$ cat src/sv/assert_macros.svh
// Concurrent assertion helpers; clocked on clk, quiet while arst_n is low.
`ifndef ASSERT_MACROS_SVH
`define ASSERT_MACROS_SVH

`define ASSERT_ALWAYS(lbl, prop, msg) \
	lbl: assert property (@(posedge clk) disable iff (!arst_n) (prop)) else $error(msg);

`define ASSERT_NEVER(lbl, expr, msg) \
	`ASSERT_ALWAYS(lbl, !(expr), msg)

`endif

$ cat src/sv/bfils_pkg.sv
package bfils_pkg;

	localparam int BYTE_W        = 8;
	localparam int CMD_W         = 2;
	localparam int FLAG_W        = 5;
	localparam int LEN_W         = 7;
	localparam int TIMER_W       = 11;
	localparam int MAX_FRAME     = 64;
	localparam int LEN_RESET     = 16;
	localparam int CFG_IDX_W     = 1;
	localparam int CFG_W         = 7;
	localparam int IN_TDATA_W    = 16;
	localparam int OUT_TDATA_W   = 32;

	localparam int DEF_RX_DEPTH  = 64;
	localparam int DEF_TX_DEPTH  = 64;
	localparam int DEF_CHAR_BITS = 10;

	// uart_flags bit positions
	localparam int FL_IDLE  = 0;
	localparam int FL_BREAK = 1;
	localparam int FL_RXRDY = 2;
	localparam int FL_FERR  = 3;
	localparam int FL_TXE   = 4;

	localparam logic [CFG_IDX_W-1:0] REG_MASTER = 1'd0;
	localparam logic [CFG_IDX_W-1:0] REG_LEN    = 1'd1;

	typedef enum logic [CMD_W-1:0] {
		CMD_TICK,
		CMD_WRITE,
		CMD_READ,
		CMD_EVENT
	} cmd_t;

	typedef enum logic [1:0] {
		PH_IDLE,
		PH_WAIT,
		PH_BREAK,
		PH_DATA
	} phase_t;

	typedef struct packed {
		logic [1:0]        link_state;
		logic              tx_irq_enabled;
		logic              wr_accepted;
		logic [BYTE_W-1:0] rd_byte;
		logic              rd_valid;
		logic              notify;
		logic              self_interrupt;
		logic              send_break;
		logic [BYTE_W-1:0] tx_byte;
		logic              tx_valid;
	} bfils_result_t;

	localparam int RESULT_W = $bits(bfils_result_t);

endpackage

$ cat src/sv/bfils_ram.sv
module bfils_ram import bfils_pkg::*; #(
	parameter  int DEPTH = DEF_RX_DEPTH,
	localparam int AW    = $clog2(DEPTH)
) (
	input  logic              clk,
	input  logic              we,
	input  logic [AW-1:0]     waddr,
	input  logic [BYTE_W-1:0] wdata,
	input  logic              re,
	input  logic [AW-1:0]     raddr,
	output logic [BYTE_W-1:0] rdata
);

	logic [BYTE_W-1:0] mem [DEPTH];

	always_ff @(posedge clk) begin
		if (we) begin
			mem[waddr] <= wdata;
		end
	end

	always_ff @(posedge clk) begin
		if (re) begin
			rdata <= mem[raddr];
		end
	end

endmodule

$ cat src/sv/bfils_ctrl.sv
`include "assert_macros.svh"

module bfils_ctrl import bfils_pkg::*; #(
	parameter  int RX_DEPTH  = DEF_RX_DEPTH,
	parameter  int TX_DEPTH  = DEF_TX_DEPTH,
	parameter  int CHAR_BITS = DEF_CHAR_BITS,
	localparam int RX_AW     = $clog2(RX_DEPTH),
	localparam int TX_AW     = $clog2(TX_DEPTH)
) (
	input  logic                 clk,
	input  logic                 arst_n,
	input  logic                 cfg_we,
	input  logic [CFG_IDX_W-1:0] cfg_index,
	input  logic [CFG_W-1:0]     cfg_wdata,
	input  logic                 in_valid,
	output logic                 in_ready,
	input  logic [CMD_W-1:0]     in_cmd,
	input  logic [BYTE_W-1:0]    in_data,
	input  logic [FLAG_W-1:0]    in_flags,
	output logic                 out_valid,
	input  logic                 out_ready,
	output bfils_result_t        res,
	output logic                 tx_we,
	output logic [TX_AW-1:0]     tx_waddr,
	output logic                 tx_re,
	output logic [TX_AW-1:0]     tx_raddr,
	input  logic [BYTE_W-1:0]    tx_rdata,
	output logic                 rx_we,
	output logic [RX_AW-1:0]     rx_waddr,
	output logic                 rx_re,
	output logic [RX_AW-1:0]     rx_raddr,
	input  logic [BYTE_W-1:0]    rx_rdata,
	output logic [BYTE_W-1:0]    wdata
);

	localparam int RX_CW = $clog2(RX_DEPTH + 1);
	localparam int TX_CW = $clog2(TX_DEPTH + 1);
	localparam int LW    = (TX_CW > LEN_W) ? TX_CW : LEN_W;

	function automatic logic [LEN_W-1:0] eff_len(input logic [LEN_W-1:0] fl);
		if (fl == '0) begin
			return LEN_W'(1);
		end else if (fl > LEN_W'(MAX_FRAME)) begin
			return LEN_W'(MAX_FRAME);
		end
		return fl;
	endfunction

	logic                master_q;
	logic [LEN_W-1:0]    len_q;
	logic [RX_CW-1:0]    rx_cnt_q;
	logic [RX_AW-1:0]    rx_head_q, rx_tail_q;
	logic [TX_CW-1:0]    tx_cnt_q;
	logic [TX_AW-1:0]    tx_head_q, tx_tail_q;
	logic [LEN_W-1:0]    bytes_left_q, bytes_left_d;
	phase_t              phase_q, phase_d;
	logic                txen_q, txen_d;
	logic [TIMER_W-1:0]  timer_q, timer_d;
	logic                running_q, running_d;
	logic                out_valid_q;
	bfils_result_t       res_q, res_d;

	cmd_t                cmd;
	logic                in_acc;
	logic                is_tick, is_wr, is_rd, is_evt;
	logic [LEN_W-1:0]    n;
	logic [7:0]          mult;
	logic [TIMER_W-1:0]  period, tick_t;
	logic                run, wrap, brk_fire, self_irq;
	logic                wr_ok, rd_ok, rx_push, brk_det, in_brk, arm, evt;
	logic [LEN_W-1:0]    arm_len, bl1, bl2;
	logic                en1, svc, tx_pop, tx_done;

	assign cmd      = cmd_t'(in_cmd);
	assign in_ready = !out_valid_q || out_ready;
	assign in_acc   = in_valid && in_ready;
	assign is_tick  = in_acc && (cmd == CMD_TICK);
	assign is_wr    = in_acc && (cmd == CMD_WRITE);
	assign is_rd    = in_acc && (cmd == CMD_READ);
	assign is_evt   = in_acc && (cmd == CMD_EVENT);

	assign n        = eff_len(len_q);
	assign mult     = master_q ? 8'((8'(n) + 8'd2) << 1) : 8'(n) + 8'd1;
	assign period   = TIMER_W'(CHAR_BITS) * TIMER_W'(mult);
	assign tick_t   = timer_q + TIMER_W'(1);
	assign run      = master_q || running_q;
	assign wrap     = is_tick && run && (tick_t >= period);
	assign brk_fire = wrap && (master_q || tx_cnt_q != '0);
	assign self_irq = wrap && !brk_fire && (rx_cnt_q != '0);

	assign wr_ok    = is_wr && (tx_cnt_q < TX_CW'(TX_DEPTH));
	assign rd_ok    = is_rd && (rx_cnt_q != '0);

	assign in_brk   = is_evt && (phase_q == PH_BREAK);
	assign arm      = in_brk && (tx_cnt_q != '0);
	assign arm_len  = (LW'(tx_cnt_q) < LW'(n)) ? LEN_W'(tx_cnt_q) : n;
	assign bl1      = arm ? arm_len : bytes_left_q;
	assign en1      = arm || txen_q;
	assign svc      = is_evt && en1 && in_flags[FL_TXE];
	assign tx_pop   = svc && (tx_cnt_q != '0) && (bl1 != '0);
	assign bl2      = tx_pop ? bl1 - LEN_W'(1) : (svc ? '0 : bl1);
	assign tx_done  = svc && (bl2 == '0);
	assign brk_det  = is_evt && in_flags[FL_BREAK] && !master_q;
	assign rx_push  = is_evt && !in_flags[FL_BREAK] && in_flags[FL_RXRDY] &&
	                  !in_flags[FL_FERR] && (rx_cnt_q < RX_CW'(RX_DEPTH));
	assign evt      = is_evt && (rx_cnt_q != '0) && (in_flags[FL_IDLE] || in_brk);

	assign tx_we    = wr_ok;
	assign tx_waddr = tx_tail_q;
	assign tx_re    = tx_pop;
	assign tx_raddr = tx_head_q;
	assign rx_we    = rx_push;
	assign rx_waddr = rx_tail_q;
	assign rx_re    = rd_ok;
	assign rx_raddr = rx_head_q;
	assign wdata    = in_data;

	// link phase
	always_comb begin
		phase_d = phase_q;
		if (brk_fire || self_irq) begin
			phase_d = PH_BREAK;
		end
		if (in_brk) begin
			phase_d = arm ? PH_DATA : PH_IDLE;
		end
		if (brk_det) begin
			phase_d = PH_WAIT;
		end
		if (tx_done) begin
			phase_d = PH_IDLE;
		end
	end

	always_comb begin
		timer_d      = timer_q;
		running_d    = running_q;
		txen_d       = txen_q;
		bytes_left_d = bytes_left_q;
		if (is_tick && run) begin
			timer_d = wrap ? '0 : tick_t;
			if (wrap && !master_q) begin
				running_d = 1'b0;
			end
		end
		if (is_evt) begin
			txen_d       = en1 && !tx_done;
			bytes_left_d = bl2;
		end
		if (brk_det) begin
			timer_d   = '0;
			running_d = 1'b1;
		end
	end

	always_comb begin
		res_d                = '0;
		res_d.tx_valid       = tx_pop;
		res_d.send_break     = brk_fire;
		res_d.self_interrupt = self_irq;
		res_d.notify         = evt;
		res_d.rd_valid       = rd_ok;
		res_d.wr_accepted    = wr_ok;
		res_d.tx_irq_enabled = txen_d;
		res_d.link_state     = phase_d;
	end

	always_ff @(posedge clk or negedge arst_n) begin
		if (!arst_n) begin
			master_q <= 1'b0;
			len_q    <= LEN_W'(LEN_RESET);
		end else if (cfg_we) begin
			case (cfg_index)
				REG_MASTER: master_q <= cfg_wdata[0];
				REG_LEN:    len_q    <= cfg_wdata[LEN_W-1:0];
				default:    ;
			endcase
		end
	end

	always_ff @(posedge clk or negedge arst_n) begin
		if (!arst_n) begin
			rx_cnt_q     <= '0;
			rx_head_q    <= '0;
			rx_tail_q    <= '0;
			tx_cnt_q     <= '0;
			tx_head_q    <= '0;
			tx_tail_q    <= '0;
			bytes_left_q <= '0;
			phase_q      <= PH_IDLE;
			txen_q       <= 1'b0;
			timer_q      <= '0;
			running_q    <= 1'b0;
			out_valid_q  <= 1'b0;
		end else begin
			phase_q      <= phase_d;
			txen_q       <= txen_d;
			bytes_left_q <= bytes_left_d;
			timer_q      <= timer_d;
			running_q    <= running_d;
			if (wr_ok) begin
				tx_cnt_q  <= tx_cnt_q + TX_CW'(1);
				tx_tail_q <= (tx_tail_q == TX_AW'(TX_DEPTH - 1)) ? '0 : tx_tail_q + TX_AW'(1);
			end else if (tx_pop) begin
				tx_cnt_q  <= tx_cnt_q - TX_CW'(1);
				tx_head_q <= (tx_head_q == TX_AW'(TX_DEPTH - 1)) ? '0 : tx_head_q + TX_AW'(1);
			end
			if (rx_push) begin
				rx_cnt_q  <= rx_cnt_q + RX_CW'(1);
				rx_tail_q <= (rx_tail_q == RX_AW'(RX_DEPTH - 1)) ? '0 : rx_tail_q + RX_AW'(1);
			end else if (rd_ok) begin
				rx_cnt_q  <= rx_cnt_q - RX_CW'(1);
				rx_head_q <= (rx_head_q == RX_AW'(RX_DEPTH - 1)) ? '0 : rx_head_q + RX_AW'(1);
			end
			if (in_acc) begin
				out_valid_q <= 1'b1;
			end else if (out_ready) begin
				out_valid_q <= 1'b0;
			end
		end
	end

	always_ff @(posedge clk) begin
		if (in_acc) begin
			res_q <= res_d;
		end
	end

	// byte fields come straight from the memory read registers
	always_comb begin
		res         = res_q;
		res.tx_byte = res_q.tx_valid ? tx_rdata : '0;
		res.rd_byte = res_q.rd_valid ? rx_rdata : '0;
	end

	assign out_valid = out_valid_q;

	`ASSERT_ALWAYS(a_counts_hold, !in_acc |=> $stable(tx_cnt_q) && $stable(rx_cnt_q), "fifo count moved without a beat")
	`ASSERT_ALWAYS(a_full_write, in_acc && cmd == CMD_WRITE && tx_cnt_q == TX_CW'(TX_DEPTH) |=> !res_q.wr_accepted, "write accepted into full tx fifo")
	`ASSERT_ALWAYS(a_empty_read, in_acc && cmd == CMD_READ && rx_cnt_q == '0 |=> !res_q.rd_valid, "read returned data from empty rx fifo")
	`ASSERT_ALWAYS(a_last_tx_idle, out_valid_q && res_q.tx_valid && !res_q.tx_irq_enabled |-> res_q.link_state == PH_IDLE, "last byte of slot left link busy")

endmodule

$ cat src/sv/break_framed_irda_link_scheduler_core.sv
// channel   | dir | tuser     | tdata (lowest bit up)
// s_*       | in  | cmd       | data_byte, uart_flags
// m_*       | out | -         | tx_valid, tx_byte, send_break, self_interrupt, notify,
//           |     |           | rd_valid, rd_byte, wr_accepted, tx_irq_enabled, link_state
// cfg_*     | in  | -         | index 0 master_mode, index 1 frame_length
//
// One beat per cycle in while s_tready is high; each beat gives its result beat on the next cycle.
// FIFO state sits in two memories with registered reads; control counters are flops.
// Reset clears pointers and counts only, no clearing pass over the memories.
// The result register frees when m_tready is high, so s_tready follows it.
module break_framed_irda_link_scheduler_core import bfils_pkg::*; #(
	parameter int RX_DEPTH  = DEF_RX_DEPTH,
	parameter int TX_DEPTH  = DEF_TX_DEPTH,
	parameter int CHAR_BITS = DEF_CHAR_BITS
) (
	input  logic                   clk,
	input  logic                   arst_n,
	input  logic                   cfg_we,
	input  logic [CFG_IDX_W-1:0]   cfg_index,
	input  logic [CFG_W-1:0]       cfg_wdata,
	input  logic                   s_tvalid,
	output logic                   s_tready,
	input  logic [IN_TDATA_W-1:0]  s_tdata,   // data_byte[7:0], uart_flags[12:8]
	input  logic [CMD_W-1:0]       s_tuser,   // cmd[1:0]
	output logic                   m_tvalid,
	input  logic                   m_tready,
	output logic [OUT_TDATA_W-1:0] m_tdata    // tx_valid[0], tx_byte[8:1], send_break[9],
	                                          // self_interrupt[10], notify[11], rd_valid[12],
	                                          // rd_byte[20:13], wr_accepted[21],
	                                          // tx_irq_enabled[22], link_state[24:23]
);

	localparam int RX_AW = $clog2(RX_DEPTH);
	localparam int TX_AW = $clog2(TX_DEPTH);

	bfils_result_t      res;
	logic               tx_we, tx_re, rx_we, rx_re;
	logic [TX_AW-1:0]   tx_waddr, tx_raddr;
	logic [RX_AW-1:0]   rx_waddr, rx_raddr;
	logic [BYTE_W-1:0]  tx_rdata, rx_rdata, wdata;

	bfils_ctrl #(
		.RX_DEPTH  (RX_DEPTH),
		.TX_DEPTH  (TX_DEPTH),
		.CHAR_BITS (CHAR_BITS)
	) u_ctrl (
		.clk       (clk),
		.arst_n    (arst_n),
		.cfg_we    (cfg_we),
		.cfg_index (cfg_index),
		.cfg_wdata (cfg_wdata),
		.in_valid  (s_tvalid),
		.in_ready  (s_tready),
		.in_cmd    (s_tuser),
		.in_data   (s_tdata[BYTE_W-1:0]),
		.in_flags  (s_tdata[BYTE_W+FLAG_W-1:BYTE_W]),
		.out_valid (m_tvalid),
		.out_ready (m_tready),
		.res       (res),
		.tx_we     (tx_we),
		.tx_waddr  (tx_waddr),
		.tx_re     (tx_re),
		.tx_raddr  (tx_raddr),
		.tx_rdata  (tx_rdata),
		.rx_we     (rx_we),
		.rx_waddr  (rx_waddr),
		.rx_re     (rx_re),
		.rx_raddr  (rx_raddr),
		.rx_rdata  (rx_rdata),
		.wdata     (wdata)
	);

	bfils_ram #(.DEPTH(TX_DEPTH)) u_tx_ram (
		.clk   (clk),
		.we    (tx_we),
		.waddr (tx_waddr),
		.wdata (wdata),
		.re    (tx_re),
		.raddr (tx_raddr),
		.rdata (tx_rdata)
	);

	bfils_ram #(.DEPTH(RX_DEPTH)) u_rx_ram (
		.clk   (clk),
		.we    (rx_we),
		.waddr (rx_waddr),
		.wdata (wdata),
		.re    (rx_re),
		.raddr (rx_raddr),
		.rdata (rx_rdata)
	);

	assign m_tdata = {{(OUT_TDATA_W - RESULT_W){1'b0}}, res};

endmodule
$ cat config.mk
export PLATFORM = sky130hd
export DESIGN_NAME = break_framed_irda_link_scheduler_core
export DESIGN_NICKNAME = d
export VERILOG_FILES = /design/src/sv/bfils_pkg.sv /design/src/sv/bfils_ram.sv /design/src/sv/bfils_ctrl.sv /design/src/sv/break_framed_irda_link_scheduler_core.sv
export VERILOG_INCLUDE_DIRS = /design/src /design/src/sv
export SDC_FILE = /design/constraint.sdc
export NUM_CORES = 1
export LEC_CHECK = 0
export ABC_AREA = 0
export ABC_CLOCK_PERIOD_IN_PS = 8450
export CAP_MARGIN = 0
export CORE_ASPECT_RATIO = 1.5
export CORE_UTILIZATION = 32
export DETAILED_ROUTE_END_ITERATION = 6
export DONT_BUFFER_PORTS = 1
export PLACE_DENSITY_LB_ADDON = 0.12
export SYNTH_ARGS = -nofsm -noshare
export SYNTH_HDL_FRONTEND = slang
export SYNTH_HIERARCHICAL = 1
export SYNTH_SLANG_ARGS = --single-unit
$ cat constraint.sdc
create_clock -name clk -period 8.45 [get_ports clk]
set_input_delay 0.4225 -clock clk [delete_from_list [all_inputs] [get_ports clk]]
set_output_delay 0.4225 -clock clk [all_outputs]
set_load 0.005 [all_outputs]
Word level (Yosys, flattened, before mapping)
Memories as Yosys holds them, arrays and structs flattened. A register that Yosys moved wholly into a read port is not among the register bits.
Cells that the tools add are included.
- bitwise gates (word level): 3
- multipliers: 1
- reduce and logical (&&, ||, !) cells: 57
- magnitude comparators: 5
- equality and inequality tests: 8
- $add $sub $neg: 12
- mux-type cells: 38
- operators with widths (operator ; number):
    two-way mux 7 bit ; 11
    two-way mux 11 bit ; 3
    logical AND 1 bit ; 29
    adder 6 x 1 -> 6 bit, second input constant ; 4
    == test 6 bit, second input constant ; 4
    two-way mux 6 bit ; 4
    two-way mux 8 bit ; 3
    nonzero test 7 bit ; 3
    subtractor 7 x 1 -> 7 bit, second input constant ; 3
    adder 7 x 1 -> 7 bit, second input constant ; 2
    logical NOT 7 bit ; 2
    less-than comparator 7 bit, second input constant ; 2
    two-way mux 1 bit ; 12
    adder 11 x 1 -> 11 bit, second input constant ; 1
    greater-or-equal comparator 11 bit ; 1
    multiplier 3 x 8 -> 10 bit, first input constant ; 1
    two-way mux 2 bit ; 5
    AND reduction 2 bit ; 5
    nonzero test 2 bit ; 5
    adder 7 x 1 -> 8 bit, second input constant ; 1
    adder 7 x 2 -> 7 bit, second input constant ; 1
    greater-than comparator 7 bit, second input constant ; 1
    less-than comparator 7 bit ; 1
    == test 2 bit, second input constant ; 3
    other kinds (5) ; 17
- output and inout bits: 34
- flip-flop bits (word level): 78
- RAM bits: 1024
- memories kept: 2
- input bits: 31
- memories (memory ; depth ; bits a word ; read ports ; clocked after Yosys merged registers in ; write ports ; line ; RTL):
    u_rx_ram.mem ; 64 ; 8 ; 1 ; 1 ; 1 ; bfils_ram.sv:14 ; logic [BYTE_W-1:0] mem [DEPTH];
    u_tx_ram.mem ; 64 ; 8 ; 1 ; 1 ; 1 ; bfils_ram.sv:14 ;

Depth between registers and ports, before layout
- depth in word-level cells: 18
- depth in mapped cells: 26

By module
Netlist, hierarchy kept.
- modules (own cells, without submodules) (module ; area an instance (um^2) ; times used ; cells an instance ; seq. area each (um^2)):
    bfils_ram ; 20246.9 ; 2 ; 940 ; 15615.0
    bfils_ctrl ; 5395.2 ; 1 ; 568 ; 1998.2
    break_framed_irda_link_scheduler_core ; 56.3 ; 1 ; 8 ; 0.0

Worst setup path after synthesis
No wires, ideal clock.
- path kind: register to register
- from: reg u_ctrl.len_q[1]
- to: reg u_ctrl.res_q (netlist bit u_ctrl/res[24]), data pin
- required time: 8.190 ns
- path buffers: 1
- path slack: 3.731 ns
- library setup time: 0.260 ns
- arrival: 4.459 ns
- cell stages (with the launch flop): 25
- path through: dfrtp_1 buf_6 nor4_4 a21oi_1 inv_1 ha_1 a211oi_1 or3_1 a31oi_1 ha_1 fa_1 a21oi_1 nor2_1 nor2_1 o21bai_1 a21oi_1 xor2_1 ha_1 o21a_1 o211ai_1 nor2_1 o2bb2ai_1 a31oi_1 a21oi_1 o211a_1
- cells in the longest elaborated chain, start to end: 18
- elaborated cells on any way between the ends: 31
- those cells by class: 3 x add/sub; 1 x mul; 3 x order compare; 13 x mux; 11 x reduce/logical
- ends and longest elaborated chain (what ; line ; RTL):
    start, declared ; bfils_ctrl.sv:50 ; logic [LEN_W-1:0] len_q;
    start signal, assigned ; bfils_ctrl.sv:171 ; len_q <= LEN_W'(LEN_RESET);
    start signal, assigned ; bfils_ctrl.sv:175 ; REG_LEN: len_q <= cfg_wdata[LEN_W-1:0];
    greater-than comparator 7 bit ; bfils_ctrl.sv:43 ; end else if (fl > LEN_W'(MAX_FRAME)) begin
    two-way mux 1 bit ; bfils_ctrl.sv:43 ;
    two-way mux 1 bit ; bfils_ctrl.sv:41 ; if (fl == '0) begin
    two-way mux 7 bit * ; bfils_ctrl.sv:46 ; return fl;
    adder 7 x 1 -> 8 bit or adder 7 x 2 -> 7 bit (tied branches) ; bfils_ctrl.sv:83 ; assign mult = master_q ? 8'((8'(n) + 8'd2) << 1) : 8'(n) + 8'd1;
    two-way mux 8 bit ; bfils_ctrl.sv:83 ;
    multiplier 3 x 8 -> 10 bit ; bfils_ctrl.sv:84 ; assign period = TIMER_W'(CHAR_BITS) * TIMER_W'(mult);
    greater-or-equal comparator 11 bit ; bfils_ctrl.sv:87 ; assign wrap = is_tick && run && (tick_t >= period);
    [2 not listed] ; n/a ;
    logical NOT 1 bit ; bfils_ctrl.sv:89 ; assign self_irq = wrap && !brk_fire && (rx_cnt_q != '0);
    logical AND 1 bit (2 in a row) ; bfils_ctrl.sv:89 ;
    logical OR 1 bit ; bfils_ctrl.sv:121 ; if (brk_fire || self_irq) begin
    two-way mux 2 bit ; bfils_ctrl.sv:121 ;
    two-way mux 2 bit ; bfils_ctrl.sv:124 ; if (in_brk) begin
    two-way mux 2 bit ; bfils_ctrl.sv:127 ; if (brk_det) begin
    two-way mux 2 bit * ; bfils_ctrl.sv:130 ; if (tx_done) begin
    via u_ctrl.phase_d[1] ; bfils_ctrl.sv:56 ; phase_t phase_q, phase_d;
    end signal, assigned ; bfils_ctrl.sv:225 ; res_q <= res_d;
    end, declared ; bfils_ctrl.sv:61 ; bfils_result_t res_q, res_d;
Mark *: on every way through the listed nets, which the timed path passes. The rest lies on a longest branch.
A chain may end at the register's enable or synchronous reset.

Worst setup path in the final report
Same ends and word-level chain as after synthesis.

==> results.md <==
* Post-synthesis sequential area ratio at 72.3%
* GRT Resource Usage Total at 15.8%
* Vias per inst at 5.09
* Initial antenna violation count at 3
* Non-Filler Instances at 4466
* GRT overflow at 0
* DPL Wire Length at 69100 um
* H-tree depth at 3
* Post-Syn Area at 0.0459 sq mm
* Crit share post-route at 64.3%
* CTS tree: built
* Hold Slack at 68.4 ps
* Final setup viols at 0
* Post-synthesis async set-or-reset flop share at 6.17%
* GP Congestion at 0.767
* Ratio of cells with drive above 1 in the final layout at 20.0%
* Placed cells at 4232
* Layout net count at 2566
* Final routed DRC violation total at 0
* Core box area at 0.142 sq mm
* Max Fanout on Critical Path at 9
* Sw Share at 26.8%
* DR vias at 22700
* Cells after Synth at 2456
* Fin area at 0.0517 sq mm
* Area after DPL at 0.0477 sq mm
* Pin count of the biggest net entering global routing at 129
* # Max-Cap Violations at 0
* Clk Latency, worst-skew pair at 730 ps
* Clock Root Buffer: clkbuf_16
* Pint at 10.2 mW
* Pwr dens at 270 mW/mm^2
* Static leakage at 16.0 nW
* Status: completed
* Die area at 0.145 sq mm
* Layout Utilization at 36.5%
* Slew at the pin with the worst max-slew slack at 1080 ps
* Clk_skew at 26.5 ps
* Psw at 3.74 mW
* Total CTS buffers at 111
* # port buffers at 0
* First-pass GRT wire length at 169000 um
* Unrepaired setup endpoints after global routing: no
* Post-synth EDFFs at 1049
* Chip height at 466 um
* Initial Utilization at 32.4%
* Endpoints failing hold at 0
* Fin. max-slew vios at 0
* Peak VDD IR at 0.000168 V
* Overall power at 14.0 mW
* Fin Setup TNS at 0 ps
* Worst Setup Start Kind: flip-flop
* Crit path kind: flip-flop to flip-flop
* Comb pwr share at 18.2%
* Worst EP required at 8910 ps
* Tmin final at 5430 ps
* Worst slew margin at 27.7%
* Row count at 169
* Synth top area share at 68.6%
* Min setup slack post-route at 3020 ps
* Top cells by area, synth: edfxtp_1, mux4_2, dfrtp_1
* CTS sink cnt at 1118
* Pre-CTS setup slack at 3010 ps
* Hold wc startpoint: s_tdata[9]
* Post-CTS setup buffer count at 0
* Final WL at 114000 um
* Reg clk slew, reported paths at 60 ps
* Endpoint class of the critical path: flip-flop
* Unique masters post-synth at 81
* Die Wd at 311 um
* Clock power frac at 35.6%
* Reg power frac at 46.2%
* Fill count at 13100
* Routed length per instance at 25.6 um
* DR iter-0 viols at 1845
* WP data arrival at 5890 ps
* Most common cell after layout, fill and taps aside: edfxtp_1
* Max Freq at 0.184 GHz
* Synthesis-stage register bit count at 1118
* Worst setup path startpoint: u_ctrl/len_q[1]
* FF-to-FF Start: u_ctrl/len_q[1]
* Vias in the first global route at 24200
* Most frequent cells in the layout: edfxtp_1, mux4_2, nor2_1
* P&R area growth vs syn at 12.6%
* Yosys Warn Count at 6
* DR pass1 iterations at 5
* Hold crit path type: input pin to flip-flop
* CTS max path bufs at 3
* IO Pins at 65
* Mapped Avg Cell Area at 18.7 sq um
* Main flop type after synthesis: edfxtp_1
* Largest area contributor in the netlist: edfxtp_1
* Routed Antenna Nets at 0
[what timing repair did]
| action | CTS | global route |
|---|---|---|
| gates resized for setup | 0 | 0 |
| hold endpoints to repair | 1105 | 0 |
| hold buffers | 22 | 0 |
[final cells by class]
class,instances,area (sq um),area share [%]
Clock buffer,134,2910,5.62
Antenna cell,1,2.50,0.00484
Inverter,25,96.3,0.186
Tap cell,1881,2350,4.55
Sequential cell,1118,33300,64.3
Timing Repair Buffer,42,528,1.02
Clock inverter,77,756,1.46
Multi-Input combinational cell,1188,11800,22.9
[sequential cells by signal, summed over array words and instances (netlist names), 6 cells and up]
signal	flops
u_ctrl/res	9
u_ctrl/rx_cnt_q	7
u_ctrl/tx_waddr	6
u_rx_ram/rdata	8
u_rx_ram/mem	512
u_ctrl/tx_cnt_q	7
u_ctrl/timer_q	11
u_ctrl/tx_raddr	6
u_ctrl/len_q	7
u_ctrl/rx_waddr	6
u_tx_ram/mem	512
u_ctrl/rx_raddr	6
u_tx_ram/rdata	8
u_ctrl/bytes_left_q	7
[worst paths after layout]
check | depth (start not counted) | slack, ps | end
setup / recovery | 23 | 3020 | u_ctrl/res[24]
hold / removal | 2 | 70 | u_ctrl/running_q
hold reg to reg | 2 | 500 | u_ctrl/timer_q[10]
setup reg to reg | 23 | 3020 | u_ctrl/res[24]
max in group asynchronous | 2 | 7810 | u_ctrl/tx_raddr[2]
min in group asynchronous | 2 | 280 | u_ctrl/timer_q[10]
[critical path, stage by stage, from the launching register on]
cell       delay, ps
dfrtp_1          490
nor4_4           330
a21oi_1          170
inv_1            110
ha_1             250
a211oi_1         100
or3_1            360
a31oi_1          240
ha_1             320
fa_1             470
a21oi_1          170
nor2_1            50
nor2_1           160
o21bai_1          80
a21oi_1          170
xor2_1           160
ha_1             260
o21a_1           110
o211ai_1         230
nor2_1           100
o2bb2ai_1        130
a31oi_1          330
a21oi_1          130
o211a_1          250
[routing by layer]
layer  part of all wire, %  vias up  global-route usage [%]
met2                    54      463                    28.9
met4                   2.9        0                    5.67
met3                   3.9      158                    2.42
met1                    40    12100                    18.6
met5                     0        -                       0
li1                      -     9988                       -
[cells in the mapped netlist (7+ instances only)]
| cell type | instances |
|---|---|
| nor2b_1 | 34 |
| buf_6 | 9 |
| dfrtp_1 | 68 |
| buf_2 | 26 |
| mux2_2 | 43 |
| buf_1 | 8 |
| o21ai_0 | 19 |
| and3_1 | 10 |
| xnor2_1 | 28 |
| and2_1 | 24 |
| nand3_1 | 41 |
| nor3_1 | 24 |
| o21bai_1 | 7 |
| o221ai_1 | 17 |
| nand2_1 | 104 |
| a211oi_1 | 12 |
| ha_1 | 46 |
| edfxtp_1 | 1049 |
| nand3b_1 | 7 |
| a21o_1 | 20 |
| nand4_1 | 11 |
| o22ai_1 | 20 |
| mux2i_1 | 50 |
| nor4_1 | 8 |
| o2bb2ai_1 | 7 |
| a31oi_1 | 8 |
| nand2b_1 | 27 |
| nor2_1 | 198 |
| mux4_2 | 252 |
| xor2_1 | 8 |
| a21oi_1 | 44 |
| clkbuf_1 | 40 |
| o21a_1 | 7 |
| inv_1 | 24 |
| a221oi_1 | 12 |
| buf_4 | 43 |
[power by group through the flow]
stage	logic [mW]	registers [mW]	clock network, mW
final	2.54	6.46	4.97
after global routing	2.77	6.49	5.32
after CTS	2.61	6.47	5.13
after detailed placement	2.48	6.59	0
after global placement	2.46	6.58	0
after floorplan	2.14	6.36	0
[cells by family (layout without fill, tap and decap cells)]
| logic type | count (synthesis) | after routing | synth area share (%) |
|---|---|---|---|
| AOI/OAI and AO/OA | 242 | 242 | 3.83 |
| xor gates and xnor gates | 36 | 36 | 0.686 |
| adders and majority gates | 49 | 49 | 1.38 |
| buffers and inverters | 156 | 278 | 1.99 |
| DFF | 1118 | 1118 | 72.3 |
| muxes | 345 | 345 | 14.5 |
| other | 1 | 8 | 0.00816 |
| and+or+nand+nor | 509 | 509 | 5.28 |
(Power assumes the default switching activity.)
